$ cat src/hw/rtl/life_cell_with_phase_handshake_assert.svh
// Assertion macros shared by the life cell RTL.
// Depends on nothing; included by modules that carry concurrent assertions.
`ifndef LIFE_CELL_WITH_PHASE_HANDSHAKE_ASSERT_SVH
`define LIFE_CELL_WITH_PHASE_HANDSHAKE_ASSERT_SVH

// Same-cycle implication, disabled while reset is asserted.
`define LCPH_ASSERT_NOW(label, clk, rstn, ante, cons, msg) \
    label: assert property (@(posedge clk) disable iff (!(rstn)) (ante) |-> (cons)) \
        else $error(msg);

// Next-cycle implication, disabled while reset is asserted.
`define LCPH_ASSERT_NEXT(label, clk, rstn, ante, cons, msg) \
    label: assert property (@(posedge clk) disable iff (!(rstn)) (ante) |=> (cons)) \
        else $error(msg);

`endif

$ cat src/hw/rtl/lcph_pkg.sv
// Package for the life cell with phase handshake: widths, codes and defaults.
// Depends on nothing; used by life_cell_with_phase_handshake.
`default_nettype none

package lcph_pkg;

    // Fixed field widths.
    localparam int NEIGHBOR_COUNT_DEF = 8;
    localparam int SLOT_W             = 3;
    localparam int PHASE_W            = 8;
    localparam int NEXT_W             = 2;
    localparam int COLOR_W            = 3;
    localparam int CFG_IDX_W          = 2;

    // Transaction command codes.
    typedef enum logic [0:0] {
        CMD_MESSAGE  = 1'b0,
        CMD_EVALUATE = 1'b1
    } cmd_t;

    // Configuration register indexes.
    localparam logic [CFG_IDX_W-1:0] CFG_NEIGHBOR_PRESENT = 2'd0;
    localparam logic [CFG_IDX_W-1:0] CFG_INITIAL_ALIVE    = 2'd1;

    // Next-state codes.
    localparam logic [NEXT_W-1:0] NEXT_DEAD    = 2'd0;
    localparam logic [NEXT_W-1:0] NEXT_ALIVE   = 2'd1;
    localparam logic [NEXT_W-1:0] NEXT_UNKNOWN = 2'd2;

    // LED color codes.
    localparam logic [COLOR_W-1:0] COLOR_RED    = 3'd0;
    localparam logic [COLOR_W-1:0] COLOR_BLUE   = 3'd1;
    localparam logic [COLOR_W-1:0] COLOR_YELLOW = 3'd2;
    localparam logic [COLOR_W-1:0] COLOR_CYAN   = 3'd3;
    localparam logic [COLOR_W-1:0] COLOR_WHITE  = 3'd4;

endpackage

`default_nettype wire

$ cat src/hw/rtl/life_cell_with_phase_handshake.sv
// Top level of one Conway life cell with a calculate/pass/allow phase barrier.
// Depends on lcph_pkg and life_cell_with_phase_handshake_assert.svh.
//
//   Channel | Direction | Handshake          | Payload
//   s_      | in        | s_valid / s_ready  | command, slot, phase, four flags
//   m_      | out       | m_valid / m_ready  | alive, next, flags, phase, LED
//   cfg_    | in        | cfg_wr_en          | cfg_index, cfg_wdata
//
// One transaction enters per cycle unless a stalled result blocks the input register;
// it sits in the input register while the life rule and phase checks settle in one
// pass, and moves on into the state and result registers once the result register is free.
// Reset is synchronous (aresetn low) and takes effect at once; no clearing pass.
// A stalled result holds while the input register still accepts one more item.
`default_nettype none

module life_cell_with_phase_handshake #(
    parameter int NEIGHBOR_COUNT = lcph_pkg::NEIGHBOR_COUNT_DEF
) (
    input  wire logic                           aclk,
    input  wire logic                           aresetn,
    // Configuration write port
    input  wire logic                           cfg_wr_en,
    input  wire logic [lcph_pkg::CFG_IDX_W-1:0] cfg_index,
    input  wire logic [NEIGHBOR_COUNT-1:0]      cfg_wdata,
    // Input channel
    input  wire logic                           s_valid,
    output      logic                           s_ready,
    input  wire logic                           s_command,
    input  wire logic [lcph_pkg::SLOT_W-1:0]    s_sender_slot,
    input  wire logic [lcph_pkg::PHASE_W-1:0]   s_msg_phase,
    input  wire logic                           s_msg_alive,
    input  wire logic                           s_msg_calc,
    input  wire logic                           s_msg_passed,
    input  wire logic                           s_msg_allow,
    // Result channel
    output      logic                           m_valid,
    input  wire logic                           m_ready,
    output      logic                           m_out_alive,
    output      logic [lcph_pkg::NEXT_W-1:0]    m_out_next,
    output      logic                           m_out_calc,
    output      logic                           m_out_passed,
    output      logic                           m_out_allow,
    output      logic [lcph_pkg::PHASE_W-1:0]   m_out_phase,
    output      logic [lcph_pkg::COLOR_W-1:0]   m_led_color
);

    `include "life_cell_with_phase_handshake_assert.svh"

    localparam int CNT_W = $clog2(NEIGHBOR_COUNT + 1);
    localparam int PW    = lcph_pkg::PHASE_W;

    // Input register.
    logic                             in_valid_reg;
    lcph_pkg::cmd_t                   in_cmd_reg;
    logic [lcph_pkg::SLOT_W-1:0]      in_slot_reg;
    logic [PW-1:0]                    in_phase_reg;
    logic                             in_alive_reg;
    logic                             in_calc_reg;
    logic                             in_passed_reg;
    logic                             in_allow_reg;

    // Configuration and cell state.
    logic [NEIGHBOR_COUNT-1:0]        present_reg;
    logic                             alive_reg,  alive_next;
    logic [lcph_pkg::NEXT_W-1:0]      cnext_reg,  cnext_next;
    logic                             calc_reg,   calc_next;
    logic                             passed_reg, passed_next;
    logic                             allow_reg,  allow_next;
    logic [PW-1:0]                    phase_reg,  phase_next;
    logic [lcph_pkg::COLOR_W-1:0]     color_reg,  color_next;

    // Neighbor records; a state of unknown is kept as known = 0.
    logic [NEIGHBOR_COUNT-1:0]        nknown_reg,  nknown_next;
    logic [NEIGHBOR_COUNT-1:0]        nalive_reg,  nalive_next;
    logic [NEIGHBOR_COUNT-1:0]        ncalc_reg,   ncalc_next;
    logic [NEIGHBOR_COUNT-1:0]        npassed_reg, npassed_next;
    logic [NEIGHBOR_COUNT-1:0]        nallow_reg,  nallow_next;

    // Result register.
    logic                             out_valid_reg;
    logic                             out_alive_reg;
    logic [lcph_pkg::NEXT_W-1:0]      out_next_reg;
    logic                             out_calc_reg;
    logic                             out_passed_reg;
    logic                             out_allow_reg;
    logic [PW-1:0]                    out_phase_reg;
    logic [lcph_pkg::COLOR_W-1:0]     out_color_reg;

    logic                             advance;
    logic                             phase_ok;
    logic [CNT_W-1:0]                 live_cnt;

    // Handshake: the input stage moves on whenever the result register is free.
    assign advance = in_valid_reg && (!out_valid_reg || m_ready);
    assign s_ready = !in_valid_reg || advance;

    // A message is taken at the own phase or one ahead, with no wrap.
    assign phase_ok = (in_phase_reg == phase_reg) ||
                      ({1'b0, in_phase_reg} == ({1'b0, phase_reg} + {{PW{1'b0}}, 1'b1}));

    // One pass over the item: message update or the three phase checks in order.
    always_comb begin
        alive_next   = alive_reg;
        cnext_next   = cnext_reg;
        calc_next    = calc_reg;
        passed_next  = passed_reg;
        allow_next   = allow_reg;
        phase_next   = phase_reg;
        color_next   = color_reg;
        nknown_next  = nknown_reg;
        nalive_next  = nalive_reg;
        ncalc_next   = ncalc_reg;
        npassed_next = npassed_reg;
        nallow_next  = nallow_reg;
        live_cnt     = '0;

        if (in_cmd_reg == lcph_pkg::CMD_EVALUATE) begin
            // Calculate phase: apply the life rule.
            if (&nknown_next && &nallow_next && !calc_next) begin
                for (int i = 0; i < NEIGHBOR_COUNT; i++) begin
                    live_cnt = live_cnt + CNT_W'(nalive_next[i]);
                end
                cnext_next = ((live_cnt == CNT_W'(3)) ||
                              ((live_cnt == CNT_W'(2)) && alive_next)) ?
                             lcph_pkg::NEXT_ALIVE : lcph_pkg::NEXT_DEAD;
                calc_next    = 1'b1;
                passed_next  = 1'b0;
                color_next   = (cnext_next == lcph_pkg::NEXT_ALIVE) ?
                               lcph_pkg::COLOR_CYAN : lcph_pkg::COLOR_YELLOW;
                nknown_next  = ~present_reg;
                nalive_next  = '0;
                ncalc_next   = ~present_reg;
                npassed_next = ~present_reg;
                nallow_next  = ~present_reg;
                phase_next   = phase_next + PW'(1);
            end
            // Pass phase: commit the next state.
            if (&ncalc_next && !passed_next) begin
                alive_next   = (cnext_next == lcph_pkg::NEXT_ALIVE);
                cnext_next   = lcph_pkg::NEXT_UNKNOWN;
                allow_next   = 1'b0;
                passed_next  = 1'b1;
                color_next   = alive_next ? lcph_pkg::COLOR_BLUE : lcph_pkg::COLOR_RED;
                nknown_next  = ~present_reg;
                nalive_next  = '0;
                ncalc_next   = ~present_reg;
                npassed_next = ~present_reg;
                nallow_next  = ~present_reg;
                phase_next   = phase_next + PW'(1);
            end
            // Allow phase: ready for the next step.
            if (&npassed_next && !allow_next) begin
                allow_next   = 1'b1;
                calc_next    = 1'b0;
                color_next   = lcph_pkg::COLOR_WHITE;
                nknown_next  = ~present_reg;
                nalive_next  = '0;
                ncalc_next   = ~present_reg;
                npassed_next = ~present_reg;
                nallow_next  = ~present_reg;
                phase_next   = phase_next + PW'(1);
            end
        end else if (present_reg[in_slot_reg] && phase_ok) begin
            // Neighbor message: set record fields while the own flags allow it.
            if (!calc_reg) begin
                if (!nknown_reg[in_slot_reg]) begin
                    nknown_next[in_slot_reg] = 1'b1;
                    nalive_next[in_slot_reg] = in_alive_reg;
                end
                if (in_allow_reg) begin
                    nallow_next[in_slot_reg] = 1'b1;
                end
            end
            if (!passed_reg && in_calc_reg) begin
                ncalc_next[in_slot_reg] = 1'b1;
            end
            if (!allow_reg && in_passed_reg) begin
                npassed_next[in_slot_reg] = 1'b1;
            end
        end
    end

    // Input register control.
    always_ff @(posedge aclk) begin
        if (!aresetn) begin
            in_valid_reg <= 1'b0;
        end else if (s_ready) begin
            in_valid_reg <= s_valid;
        end
    end

    // Input register payload.
    always_ff @(posedge aclk) begin
        if (s_valid && s_ready) begin
            in_cmd_reg    <= lcph_pkg::cmd_t'(s_command);
            in_slot_reg   <= s_sender_slot;
            in_phase_reg  <= s_msg_phase;
            in_alive_reg  <= s_msg_alive;
            in_calc_reg   <= s_msg_calc;
            in_passed_reg <= s_msg_passed;
            in_allow_reg  <= s_msg_allow;
        end
    end

    // Cell state: reset, configuration writes, then item updates.
    always_ff @(posedge aclk) begin
        if (!aresetn) begin
            present_reg    <= '1;
            alive_reg      <= 1'b0;
            cnext_reg      <= lcph_pkg::NEXT_UNKNOWN;
            calc_reg       <= 1'b0;
            passed_reg     <= 1'b0;
            allow_reg      <= 1'b1;
            phase_reg      <= '0;
            color_reg      <= lcph_pkg::COLOR_YELLOW;
            nknown_reg     <= '0;
            nalive_reg     <= '0;
            ncalc_reg      <= '0;
            npassed_reg    <= '0;
            nallow_reg     <= '0;
        end else if (cfg_wr_en) begin
            unique case (cfg_index)
                lcph_pkg::CFG_NEIGHBOR_PRESENT: begin
                    present_reg <= cfg_wdata;
                    nknown_reg  <= ~cfg_wdata;
                    nalive_reg  <= '0;
                    ncalc_reg   <= ~cfg_wdata;
                    npassed_reg <= ~cfg_wdata;
                    nallow_reg  <= ~cfg_wdata;
                end
                lcph_pkg::CFG_INITIAL_ALIVE: begin
                    alive_reg      <= cfg_wdata[0];
                    color_reg      <= cfg_wdata[0] ? lcph_pkg::COLOR_CYAN :
                                                     lcph_pkg::COLOR_YELLOW;
                end
                default: begin
                end
            endcase
        end else if (advance) begin
            alive_reg   <= alive_next;
            cnext_reg   <= cnext_next;
            calc_reg    <= calc_next;
            passed_reg  <= passed_next;
            allow_reg   <= allow_next;
            phase_reg   <= phase_next;
            color_reg   <= color_next;
            nknown_reg  <= nknown_next;
            nalive_reg  <= nalive_next;
            ncalc_reg   <= ncalc_next;
            npassed_reg <= npassed_next;
            nallow_reg  <= nallow_next;
        end
    end

    // Result register control.
    always_ff @(posedge aclk) begin
        if (!aresetn) begin
            out_valid_reg <= 1'b0;
        end else if (advance) begin
            out_valid_reg <= 1'b1;
        end else if (m_ready) begin
            out_valid_reg <= 1'b0;
        end
    end

    // Result register payload: the cell fields after this item.
    always_ff @(posedge aclk) begin
        if (advance) begin
            out_alive_reg  <= alive_next;
            out_next_reg   <= cnext_next;
            out_calc_reg   <= calc_next;
            out_passed_reg <= passed_next;
            out_allow_reg  <= allow_next;
            out_phase_reg  <= phase_next;
            out_color_reg  <= color_next;
        end
    end

    assign m_valid      = out_valid_reg;
    assign m_out_alive  = out_alive_reg;
    assign m_out_next   = out_next_reg;
    assign m_out_calc   = out_calc_reg;
    assign m_out_passed = out_passed_reg;
    assign m_out_allow  = out_allow_reg;
    assign m_out_phase  = out_phase_reg;
    assign m_led_color  = out_color_reg;

    // An empty result register never blocks the input side.
    `LCPH_ASSERT_NOW(a_ready_when_empty, aclk, aresetn, !out_valid_reg, s_ready,
        "input not ready although the result register is empty")

    // Every item that leaves the input register shows up as a result.
    `LCPH_ASSERT_NEXT(a_result_follows, aclk, aresetn, advance, out_valid_reg,
        "advanced item produced no result")

    // The phase counter moves only on an evaluate transaction.
    `LCPH_ASSERT_NEXT(a_phase_on_eval, aclk, aresetn,
        !(advance && (in_cmd_reg == lcph_pkg::CMD_EVALUATE)), $stable(phase_reg),
        "phase changed without an evaluate transaction")

    // A neighbor message never touches the own barrier flags.
    `LCPH_ASSERT_NEXT(a_msg_keeps_flags, aclk, aresetn,
        advance && !cfg_wr_en && (in_cmd_reg == lcph_pkg::CMD_MESSAGE),
        $stable(calc_reg) && $stable(passed_reg) && $stable(allow_reg),
        "neighbor message changed an own phase flag")

endmodule

`default_nettype wire

$ cat config.mk
export PLATFORM = sky130hd
export DESIGN_NAME = life_cell_with_phase_handshake
export DESIGN_NICKNAME = d
export VERILOG_FILES = /design/src/hw/rtl/lcph_pkg.sv /design/src/hw/rtl/life_cell_with_phase_handshake.sv
export VERILOG_INCLUDE_DIRS = /design/src /design/src/hw/rtl
export SDC_FILE = /design/constraint.sdc
export NUM_CORES = 1
export LEC_CHECK = 0
export ABC_AREA = 1
export ABC_CLOCK_PERIOD_IN_PS = 8910
export BUFFER_PORTS_ARGS = -buffer_cell sky130_fd_sc_hd__buf_2
export CAP_MARGIN = 20
export CORE_MARGIN = 2
export CORE_UTILIZATION = 55
export DETAILED_ROUTE_END_ITERATION = 10
export PLACE_DENSITY = 0.81
export SKIP_LAST_GASP = 1
export SLEW_MARGIN = 10
export SYNTH_ARGS = -nofsm -noshare
export SYNTH_HDL_FRONTEND = slang
export SYNTH_SLANG_ARGS = --single-unit
export TNS_END_PERCENT = 30
$ cat constraint.sdc
create_clock -name aclk -period 8.91 [get_ports aclk]
set_input_delay 0.891 -clock aclk [delete_from_list [all_inputs] [get_ports aclk]]
set_output_delay 0.891 -clock aclk [all_outputs]
set_load 0.1 [all_outputs]
==> out/qor.txt, run 1 <==
Root Buffer Master = clkbuf_16
Ant. Diodes = 0
Clock sink count = 100
Post-synth top area share = 21.0%
Main flop type after synthesis = dfxtp_1
Post-Syn Area = 0.00638 mm2
Commonest cells in the netlist = nand2_1, inv_1, a21oi_1, dfxtp_1, nor2_1
Initial antenna violation count = 0
Clk buf depth = 2
First-iteration detailed-routing DRC count = 905
Wire per inst = 15.8 um
Worst-skew pair later-pin latency = 0.35 ns
Setup Fix Bufs, Post-CTS = 0
PwrDens = 154 mW/mm2
Hold buffer count at CTS = 0
First-pass GRT wire length = 29100 um
DRC violations left = 0
Pins over their slew limit = 0
Core Area = 0.0114 mm2
Via count = 6608
TritonCTS Buffers = 9
VDD IR-drop max = 0.128 mV
Placer Congestion = 0.957
RSZ-0062 raised after global routing = no
Top Ports = 50
Worst Tran Pin Value = 1.06 ns
CTS tree = yes
Post-Syn Instances = 961
Row cnt = 39
Hold Violations, Final = 0
Htree depth = 3
Syn avg cell area = 6.64 um2
Fillcell total = 1077
Final WL = 18000 um
Kind of critical path = reg2reg
ANT nets after route = 0
Post-layout util = 61.0%
Pwr Total = 1.07 mW
Fin crit period = 4.62 ns
Die Y = 112 um
Area leader, netlist = dfxtp_1
Vias per inst = 5.81
Fin worst setup slack = 4.29 ns
Total of warnings raised by yosys = 0
WHS = 0.468 ns
Crit path max fanout = 31
Layout cells sized above 1 = 9.05%
Static leakage = 3.12 nW
CP arrival = 4.90 ns
Hold WC Path Type = reg2reg
DP Area = 0.00667 mm2
Final HPWL DP = 13000 um
Initial core utilization = 56.1%
# resized after CTS = 0
Synth-to-layout area growth = 8.71%
Die area = 0.0125 mm2
EDFF count, synth = 33
Tcrit/Tclk final = 51.9%
Drt pass-1 iters = 6
Pre-CTS WS = 4.44 ns
Layout Cell Area excl Fill = 0.00693 mm2
Largest net degree at the start of global routing = 39
Status = finished, final reports clean
Startpoint Class = register
Total grt overflow = 0
Max cap viols = 0
Main area contributors after synthesis = dfxtp_1, nand2_1, edfxtp_1
Register area share after synthesis = 36.6%
IO Port Bufs = 49
Yosys reg bits = 100
Slew Limit Headroom = 29.2%
Async set-reset flop share out of synthesis = 0%
Clk_skew = 0.00897 ns
Layout Nets = 1031
# setup viols final = 0
Cell variety after synth = 38
Post-Place Cells = 1121
Post-Route Setup TNS = 0 ns
Most numerous cell in the Yosys netlist = nand2_1
Max frequency = 216 MHz
Total Routing Usage GR = 28.8%
Post-synthesis net count = 1002
Critical Path Sink Type = register
Final cell count without fillers = 1138
Req. time, crit path = 9.19 ns
Vias in the first global route = 5915
Die width = 112 um
Reg clk slew, reported paths = 0.07 ns
power by group:
group,internal (mW),switching (mW)
logic,0.0533,0.138
clock network,0.188,0.173
registers,0.497,0.0189
total,0.739,0.329
layer usage:
metal  wire [um]  global-route usage, %
met5           0                      0
met3        1840                   6.26
met2        8240                   46.7
met4         282                   6.91
met1        7670                   39.6
cell type report:
type / count / area, um2 / share of cell area (%)
Inverter: 120 / 450 / 6.50
Tap cell: 143 / 179 / 2.58
Clock buffer: 11 / 233 / 3.36
Multi-Input combinational cell: 704 / 3420 / 49.4
Sequential cell: 100 / 2330 / 33.6
Timing Repair Buffer: 55 / 290 / 4.19
Clock inverter: 5 / 27.5 / 0.397
cells in the final DEF (no fill, tap or decap), types with 8 or more instances in the layout:
cell type / Yosys / layout
inv_1: 115 / 115
nor3_1: 34 / 34
nand3_1: 45 / 45
nand2_1: 303 / 303
edfxtp_1: 33 / 33
o211ai_1: 9 / 9
clkbuf_16: 0 / 9
xor2_1: 15 / 15
nor2_1: 60 / 60
nand4_1: 25 / 25
a21oi_1: 93 / 93
dfxtp_1: 67 / 67
o21ai_1: 8 / 8
buf_2: 7 / 49
o22ai_1: 14 / 14
o21ai_0: 44 / 44
critical path: stages, from the launching register on:
cell	delay, ns
dfxtp_1	0.36
nand2_1	0.08
nor2_1	0.15
nand2_1	0.11
nor2_4	0.31
nand2_2	0.33
o21ai_1	0.27
nand2_1	0.09
nor2_2	0.16
nand3_2	0.51
clkinv_1	0.40
nand2_1	0.08
nand2_1	0.08
inv_1	0.05
nor2_2	0.13
nand3_2	0.30
a21oi_4	0.51
nand2_2	0.28
nand2_1	0.13
nand2_1	0.05
nor2_1	0.17
final timing paths:
path	startpoint	endpoint	slack [ns]	depth (start not counted)
setup / recovery	nknown_reg[5]	nknown_reg[0]	4.29	20
hold / removal	nalive_reg[0]	nalive_reg[0]	0.47	2
setup reg to reg	nknown_reg[5]	nknown_reg[0]	4.29	20
hold reg to reg	nalive_reg[0]	nalive_reg[0]	0.47	2
logic make-up (layout without fill, tap and decap cells):
logic type | count (synthesis) | in the layout | share of synthesized area (%)
compound gates | 181 | 181 | 15.6
fa+ha+maj | 10 | 10 | 2.43
flops | 100 | 100 | 36.6
simple gates | 495 | 495 | 33.2
xor+xnor | 18 | 18 | 2.47
buf+inv | 157 | 191 | 9.79
Power figures use the tool's default switching activity.
==> run 2: changes to the inputs <==
--- a/config.mk
+++ b/config.mk
@@ -6,8 +6,8 @@
 export SDC_FILE = /design/constraint.sdc
 export NUM_CORES = 1
 export LEC_CHECK = 0
-export ABC_AREA = 1
-export ABC_CLOCK_PERIOD_IN_PS = 8910
+export ABC_AREA = 0
+export ABC_CLOCK_PERIOD_IN_PS = 4400
 export BUFFER_PORTS_ARGS = -buffer_cell sky130_fd_sc_hd__buf_2
 export CAP_MARGIN = 20
 export CORE_MARGIN = 2
==> constraint.sdc (replaced) <==
create_clock -name aclk -period 4.4 [get_ports aclk]
set_input_delay 0.44 -clock aclk [delete_from_list [all_inputs] [get_ports aclk]]
set_output_delay 0.44 -clock aclk [all_outputs]
set_load 0.1 [all_outputs]
==> run 2 against run 1 <==
  * Core utilization increased by 0.94 points
  * Die area decreased by 7.3%
  * Routed wire length decreased by 8.5%
  * Power increased by 72%
  * Global-route usage increased by 0.79 points
==> out/qor.txt, run 2 <==
Hold buffer count at CTS = 0
Fin crit period = 3.89 ns
Simple-gate share of the synthesized area = 19.6%
Tcrit/Tclk final = 88.5%
Reg clk slew, reported paths = 0.09 ns
Initial antenna violation count = 0
PwrDens = 285 mW/mm2
# setup viols final = 0
DRC violations left = 0
Post-Syn Instances = 684
Final WL = 16500 um
Commonest cells in the netlist = nand2_1, dfxtp_1, a21oi_1, nor2_1, clkbuf_1
Die Y = 108 um
Status = finished, final reports clean
Clk buf depth = 2
Synth Area in Adders = 2.63%
Kind of critical path = reg2reg
Layout cells sized above 1 = 16.7%
Die width = 108 um
Final cell count without fillers = 854
Vias per inst = 6.63
EDFF count, synth = 33
Critical Path Max Stage Delay = 0.62 ns
Pwr Total = 1.83 mW
Setup Fix Bufs, Post-CTS = 0
Largest net degree at the start of global routing = 57
First-iteration detailed-routing DRC count = 733
Static leakage = 2.38 nW
Clock sink count = 100
Async set-reset flop share out of synthesis = 0%
Worst Tran Pin Value = 1.05 ns
Placer Congestion = 0.977
Vias in the first global route = 5204
Area leader, netlist = dfxtp_1
Mux contribution to synthesized area = 2.91%
Drt pass-1 iters = 5
Fillcell total = 927
Total Routing Usage GR = 29.6%
Clk_skew = 0.0113 ns
Post-synthesis net count = 725
Slowest CP cell = or4_1
Register area share after synthesis = 39.6%
Ant. Diodes = 0
Initial core utilization = 56.9%
First-pass GRT wire length = 26900 um
DP Area = 0.00625 mm2
Largest family of logic cells by synthesized area = compound AO/OA/AOI/OAI gates
Die area = 0.0116 mm2
Layout Nets = 754
Syn avg cell area = 8.62 um2
Yosys reg bits = 100
Req. time, crit path = 4.72 ns
CP delay by family, top = compound AO/OA/AOI/OAI gates
Layout Cell Area excl Fill = 0.00642 mm2
Slew Limit Headroom = 29.8%
CP arrival = 4.22 ns
Xor and xnor area share after synthesis = 3.42%
ANT nets after route = 0
Max frequency = 257 MHz
WHS = 0.235 ns
Main area contributors after synthesis = dfxtp_1, edfxtp_1, a21oi_1
Pins over their slew limit = 0
Post-Syn Area = 0.00590 mm2
Root Buffer Master = clkbuf_8
Total of warnings raised by yosys = 0
Cell variety after synth = 76
Final HPWL DP = 11900 um
Multi-input gate area = 0.00329 mm2
Most frequent cells in the layout = nand2_1, dfxtp_1, a21oi_1
Core Area = 0.0104 mm2
CTS tree = yes
Worst-skew pair later-pin latency = 0.37 ns
Hold WC Path Type = in2reg
Wire per inst = 19.3 um
Via count = 5663
Critical Path Sink Type = register
Total grt overflow = 0
TritonCTS Buffers = 9
Most numerous cell in the Yosys netlist = nand2_1
Post-Route Setup TNS = 0 ns
Startpoint Class = register
Post-synthesis compound-gate area fraction = 26.9%
Top Ports = 50
Crit path max fanout = 10
Post-Place Cells = 838
Seq. cell area = 0.00233 mm2
Row cnt = 37
Htree depth = 3
Commonest non-fill, non-tap cell in the layout = nand2_1
Post-synth top area share = 22.7%
VDD IR-drop max = 0.196 mV
Synth-to-layout area growth = 8.91%
CP bufs+invs = 0
Main flop type after synthesis = dfxtp_1
IO Port Bufs = 49
Hold Violations, Final = 0
CP Cell Sequence = nand4_1, or4_1, nor2_1, mux2_2, ha_1, nand2b_1, nor4_1, o32ai_2, o211ai_2, and3_4, a221o_1, a2111oi_0, a31o_1
RSZ-0062 raised after global routing = no
# resized after CTS = 0
Max cap viols = 0
[run 2: final timing paths]
check	end	slack (ns)	depth (start not counted)	from
hold / removal	in_slot_reg[0]	0.24	1	s_sender_slot[0]
setup reg to reg	phase_reg[4]	0.51	13	nknown_reg[6]
setup / recovery	phase_reg[4]	0.51	13	nknown_reg[6]
hold reg to reg	ncalc_reg[5]	0.46	2	ncalc_reg[5]
[run 2: logic make-up (layout without fill, tap and decap cells)]
group           after synthesis  count (layout)
compound gates              229             229
buf+inv                      73             107
xor+xnor                     23              23
mux                          14              14
simple gates                235             235
fa+ha+maj                    10              10
flops                       100             100
[run 2: worst reg2reg max path: cells and delay by family, from the launching register on]
kind / cells / cell delay [ns]
AOI/OAI and AO/OA: 5 / 1.44
and+or+nand+nor: 6 / 1.36
DFF: 1 / 0.37
muxes: 1 / 0.37
adders and majority gates: 1 / 0.31
[run 2: metal layers]
layer  share of wire (%)  track usage (%)  up-vias
met1                  43             43.1     2640
met2                  44             43.7      350
met4                 2.2             9.98        0
met5                   0                0        -
met3                  11             6.36       45
li1                    -                -     2628
[run 2: where the power goes]
part | leakage, nW | switching [mW] | internal (mW) | total (mW)
clock | 0.0868 | 0.315 | 0.222 | 0.537
combinational | 1.44 | 0.189 | 0.0801 | 0.269
sequential | 0.853 | 0.0367 | 0.990 | 1.03
total | 2.38 | 0.540 | 1.29 | 1.83
[run 2: area by class of cell]
type                    count  share of cell area, %
multi-input cells         511                   51.2
flip-flops and latches    100                   36.3
repair buffers             65                   5.69
well taps                 136                   2.65
clock buffers              12                   2.26
inverters                  26                   1.52
clock inverters             4                  0.409
[run 2: metrics by stage]
stage	utilization, %	setup WS [ns]
after floorplan	-	0.476
after global placement	60.3	0.698
after detailed placement	60.3	0.528
after CTS	61.9	0.514
after global routing	61.9	0.266
final	61.9	0.508
==> run 3: changes to the inputs <==
--- a/config.mk
+++ b/config.mk
@@ -10,6 +10,7 @@
 export ABC_CLOCK_PERIOD_IN_PS = 4400
 export BUFFER_PORTS_ARGS = -buffer_cell sky130_fd_sc_hd__buf_2
 export CAP_MARGIN = 20
+export CORE_ASPECT_RATIO = 1.25
 export CORE_MARGIN = 2
 export CORE_UTILIZATION = 55
 export DETAILED_ROUTE_END_ITERATION = 10
==> run 3 against run 2 <==
  * First-iteration DRC count shrank 41%
  * Critical path depth is the same
  * Critical path type unchanged
  * Critical endpoint is now color_reg[0]
  * Clock skew shrank 0.0031 ns
==> out/qor.txt, run 3 (synthesis results as in run 2) <==
Status = finished, final reports clean
Pre-CTS WS = 0.490 ns
PwrDens = 326 mW/mm2
CP arrival = 4.25 ns
Reg2reg start = nalive_reg[0]
Switch share = 27.2%
Setup Fix Bufs, Post-CTS = 0
Total Routing Usage GR = 30.5%
Total net switching power = 0.582 mW
Initial core utilization = 56.1%
Synth-to-layout area growth = 11.4%
Pins over their slew limit = 0
Critical Path Max Stage Delay = 0.55 ns
DRC violations left = 0
Reg clk slew, reported paths = 0.07 ns
First-pass GRT wire length = 28300 um
CP delay by family, top = adder cells
Die area = 0.0116 mm2
# setup viols final = 0
Placer Congestion = 0.936
Tcrit/Tclk final = 90.3%
WHS = 0.258 ns
Hold buffer count at CTS = 0
Critical Path Sink Type = register
Hold endpoint = in_phase_reg[6]
Max cap viols = 0
Die width = 96.6 um
Fin crit period = 3.97 ns
Worst-skew pair later-pin latency = 0.35 ns
VDD IR-drop max = 0.202 mV
Clk network pwr share = 39.3%
IO Port Bufs = 49
Hold Violations, Final = 0
Crit-path most repeated cell = fa_1
Req. time, crit path = 4.68 ns
Logic gate share of total power = 12.7%
DP Area = 0.00625 mm2
CTS tree = yes
Seq pwr share = 47.9%
Via count = 5794
CP bufs+invs = 2
Ant. Diodes = 0
Worst Tran Pin Value = 1.05 ns
Slowest CP cell = fa_1
P_int = 1.56 mW
Worst r2r dst = color_reg[0]
TritonCTS Buffers = 9
Static leakage = 2.45 nW
First-iteration detailed-routing DRC count = 432
Top Ports = 50
R2r setup slk = 0.43 ns
Hold Path Origin = s_msg_phase[6]
Htree depth = 3
Max frequency = 252 MHz
Largest net degree at the start of global routing = 57
Core Area = 0.0105 mm2
Clock sink count = 100
Clk_skew = 0.00813 ns
Final WL = 17700 um
Kind of critical path = reg2reg
WHS Path Cells = 1
Wire per inst = 20.8 um
ANT nets after route = 0
Post-Route Setup TNS = 0 ns
Slew Limit Headroom = 29.5%
Commonest non-fill, non-tap cell in the layout = nand2_1
Layout Nets = 754
R2r worst-path depth = 13
CP Cell Sequence = inv_1, fa_1, fa_1, fa_1, inv_1, ha_1, fa_1, or2_2, a211oi_1, o21ai_0, o21ai_0, o211ai_1, a21oi_1
Die Y = 120 um
Initial antenna violation count = 0
Root Buffer Master = clkbuf_16
Drt pass-1 iters = 5
Startpoint Class = register
Vias in the first global route = 5622
Crit path max fanout = 3
Layout cells sized above 1 = 17.0%
Clk buf depth = 2
Vias per inst = 6.82
RSZ-0062 raised after global routing = no
Final HPWL DP = 12500 um
# resized after CTS = 0
Total grt overflow = 0
Row cnt = 42
Fin worst setup slack = 0.428 ns
Hold WC Path Type = in2reg
Layout Cell Area excl Fill = 0.00657 mm2
Most frequent cells in the layout = nand2_1, dfxtp_1, a21oi_1
-- run 3: worst max-delay path by stage --
| stage | from | end | slack (ns) | cells after the start |
|---|---|---|---|---|
| finish | nalive_reg[0] | color_reg[0] | 0.43 | 13 |
| detailed placement | nalive_reg[0] | color_reg[0] | 0.49 | 13 |
| global placement | nalive_reg[0] | color_reg[0] | 0.61 | 13 |
| CTS | nalive_reg[0] | color_reg[0] | 0.48 | 13 |
| global route | nknown_reg[5] | phase_reg[4] | 0.22 | 13 |
| floorplan | nknown_reg[6] | phase_reg[4] | 0.48 | 15 |
-- run 3: per-layer routing --
| metal | part of all wire, % | GRT usage, % |
|---|---|---|
| met4 | 6.3 | 18.2 |
| met3 | 8.6 | 5.77 |
| met2 | 49 | 52.8 |
| met1 | 36 | 34.9 |
| met5 | 0 | 0 |
-- run 3: power by group through the flow --
stage	sequential [mW]	combinational, mW	clock (mW)
after global routing	1.03	0.291	0.882
after global placement	1.04	0.260	0
final	1.03	0.273	0.843
after detailed placement	1.05	0.266	0
after floorplan	1.08	0.148	0
after CTS	1.03	0.268	0.848
-- run 3: area by class of cell --
| class | instances | area (um2) |
|---|---|---|
| clock buffers | 11 | 264 |
| clock inverters | 5 | 55.1 |
| fillers | 911 | 3940 |
| inverters | 26 | 97.6 |
| multi-input cells | 511 | 3290 |
| flip-flops and latches | 100 | 2330 |
| well taps | 132 | 165 |
| repair buffers | 65 | 365 |
-- run 3: stage by stage --
stage	instances	power, mW	util [%]
2_1_floorplan	684	1.23	-
5_1_grt	850	2.20	62.5
3_3_place_gp	834	1.30	59.5
3_5_place_dp	834	1.31	59.5
4_1_cts	850	2.14	62.5
6_report	850	2.14	62.5
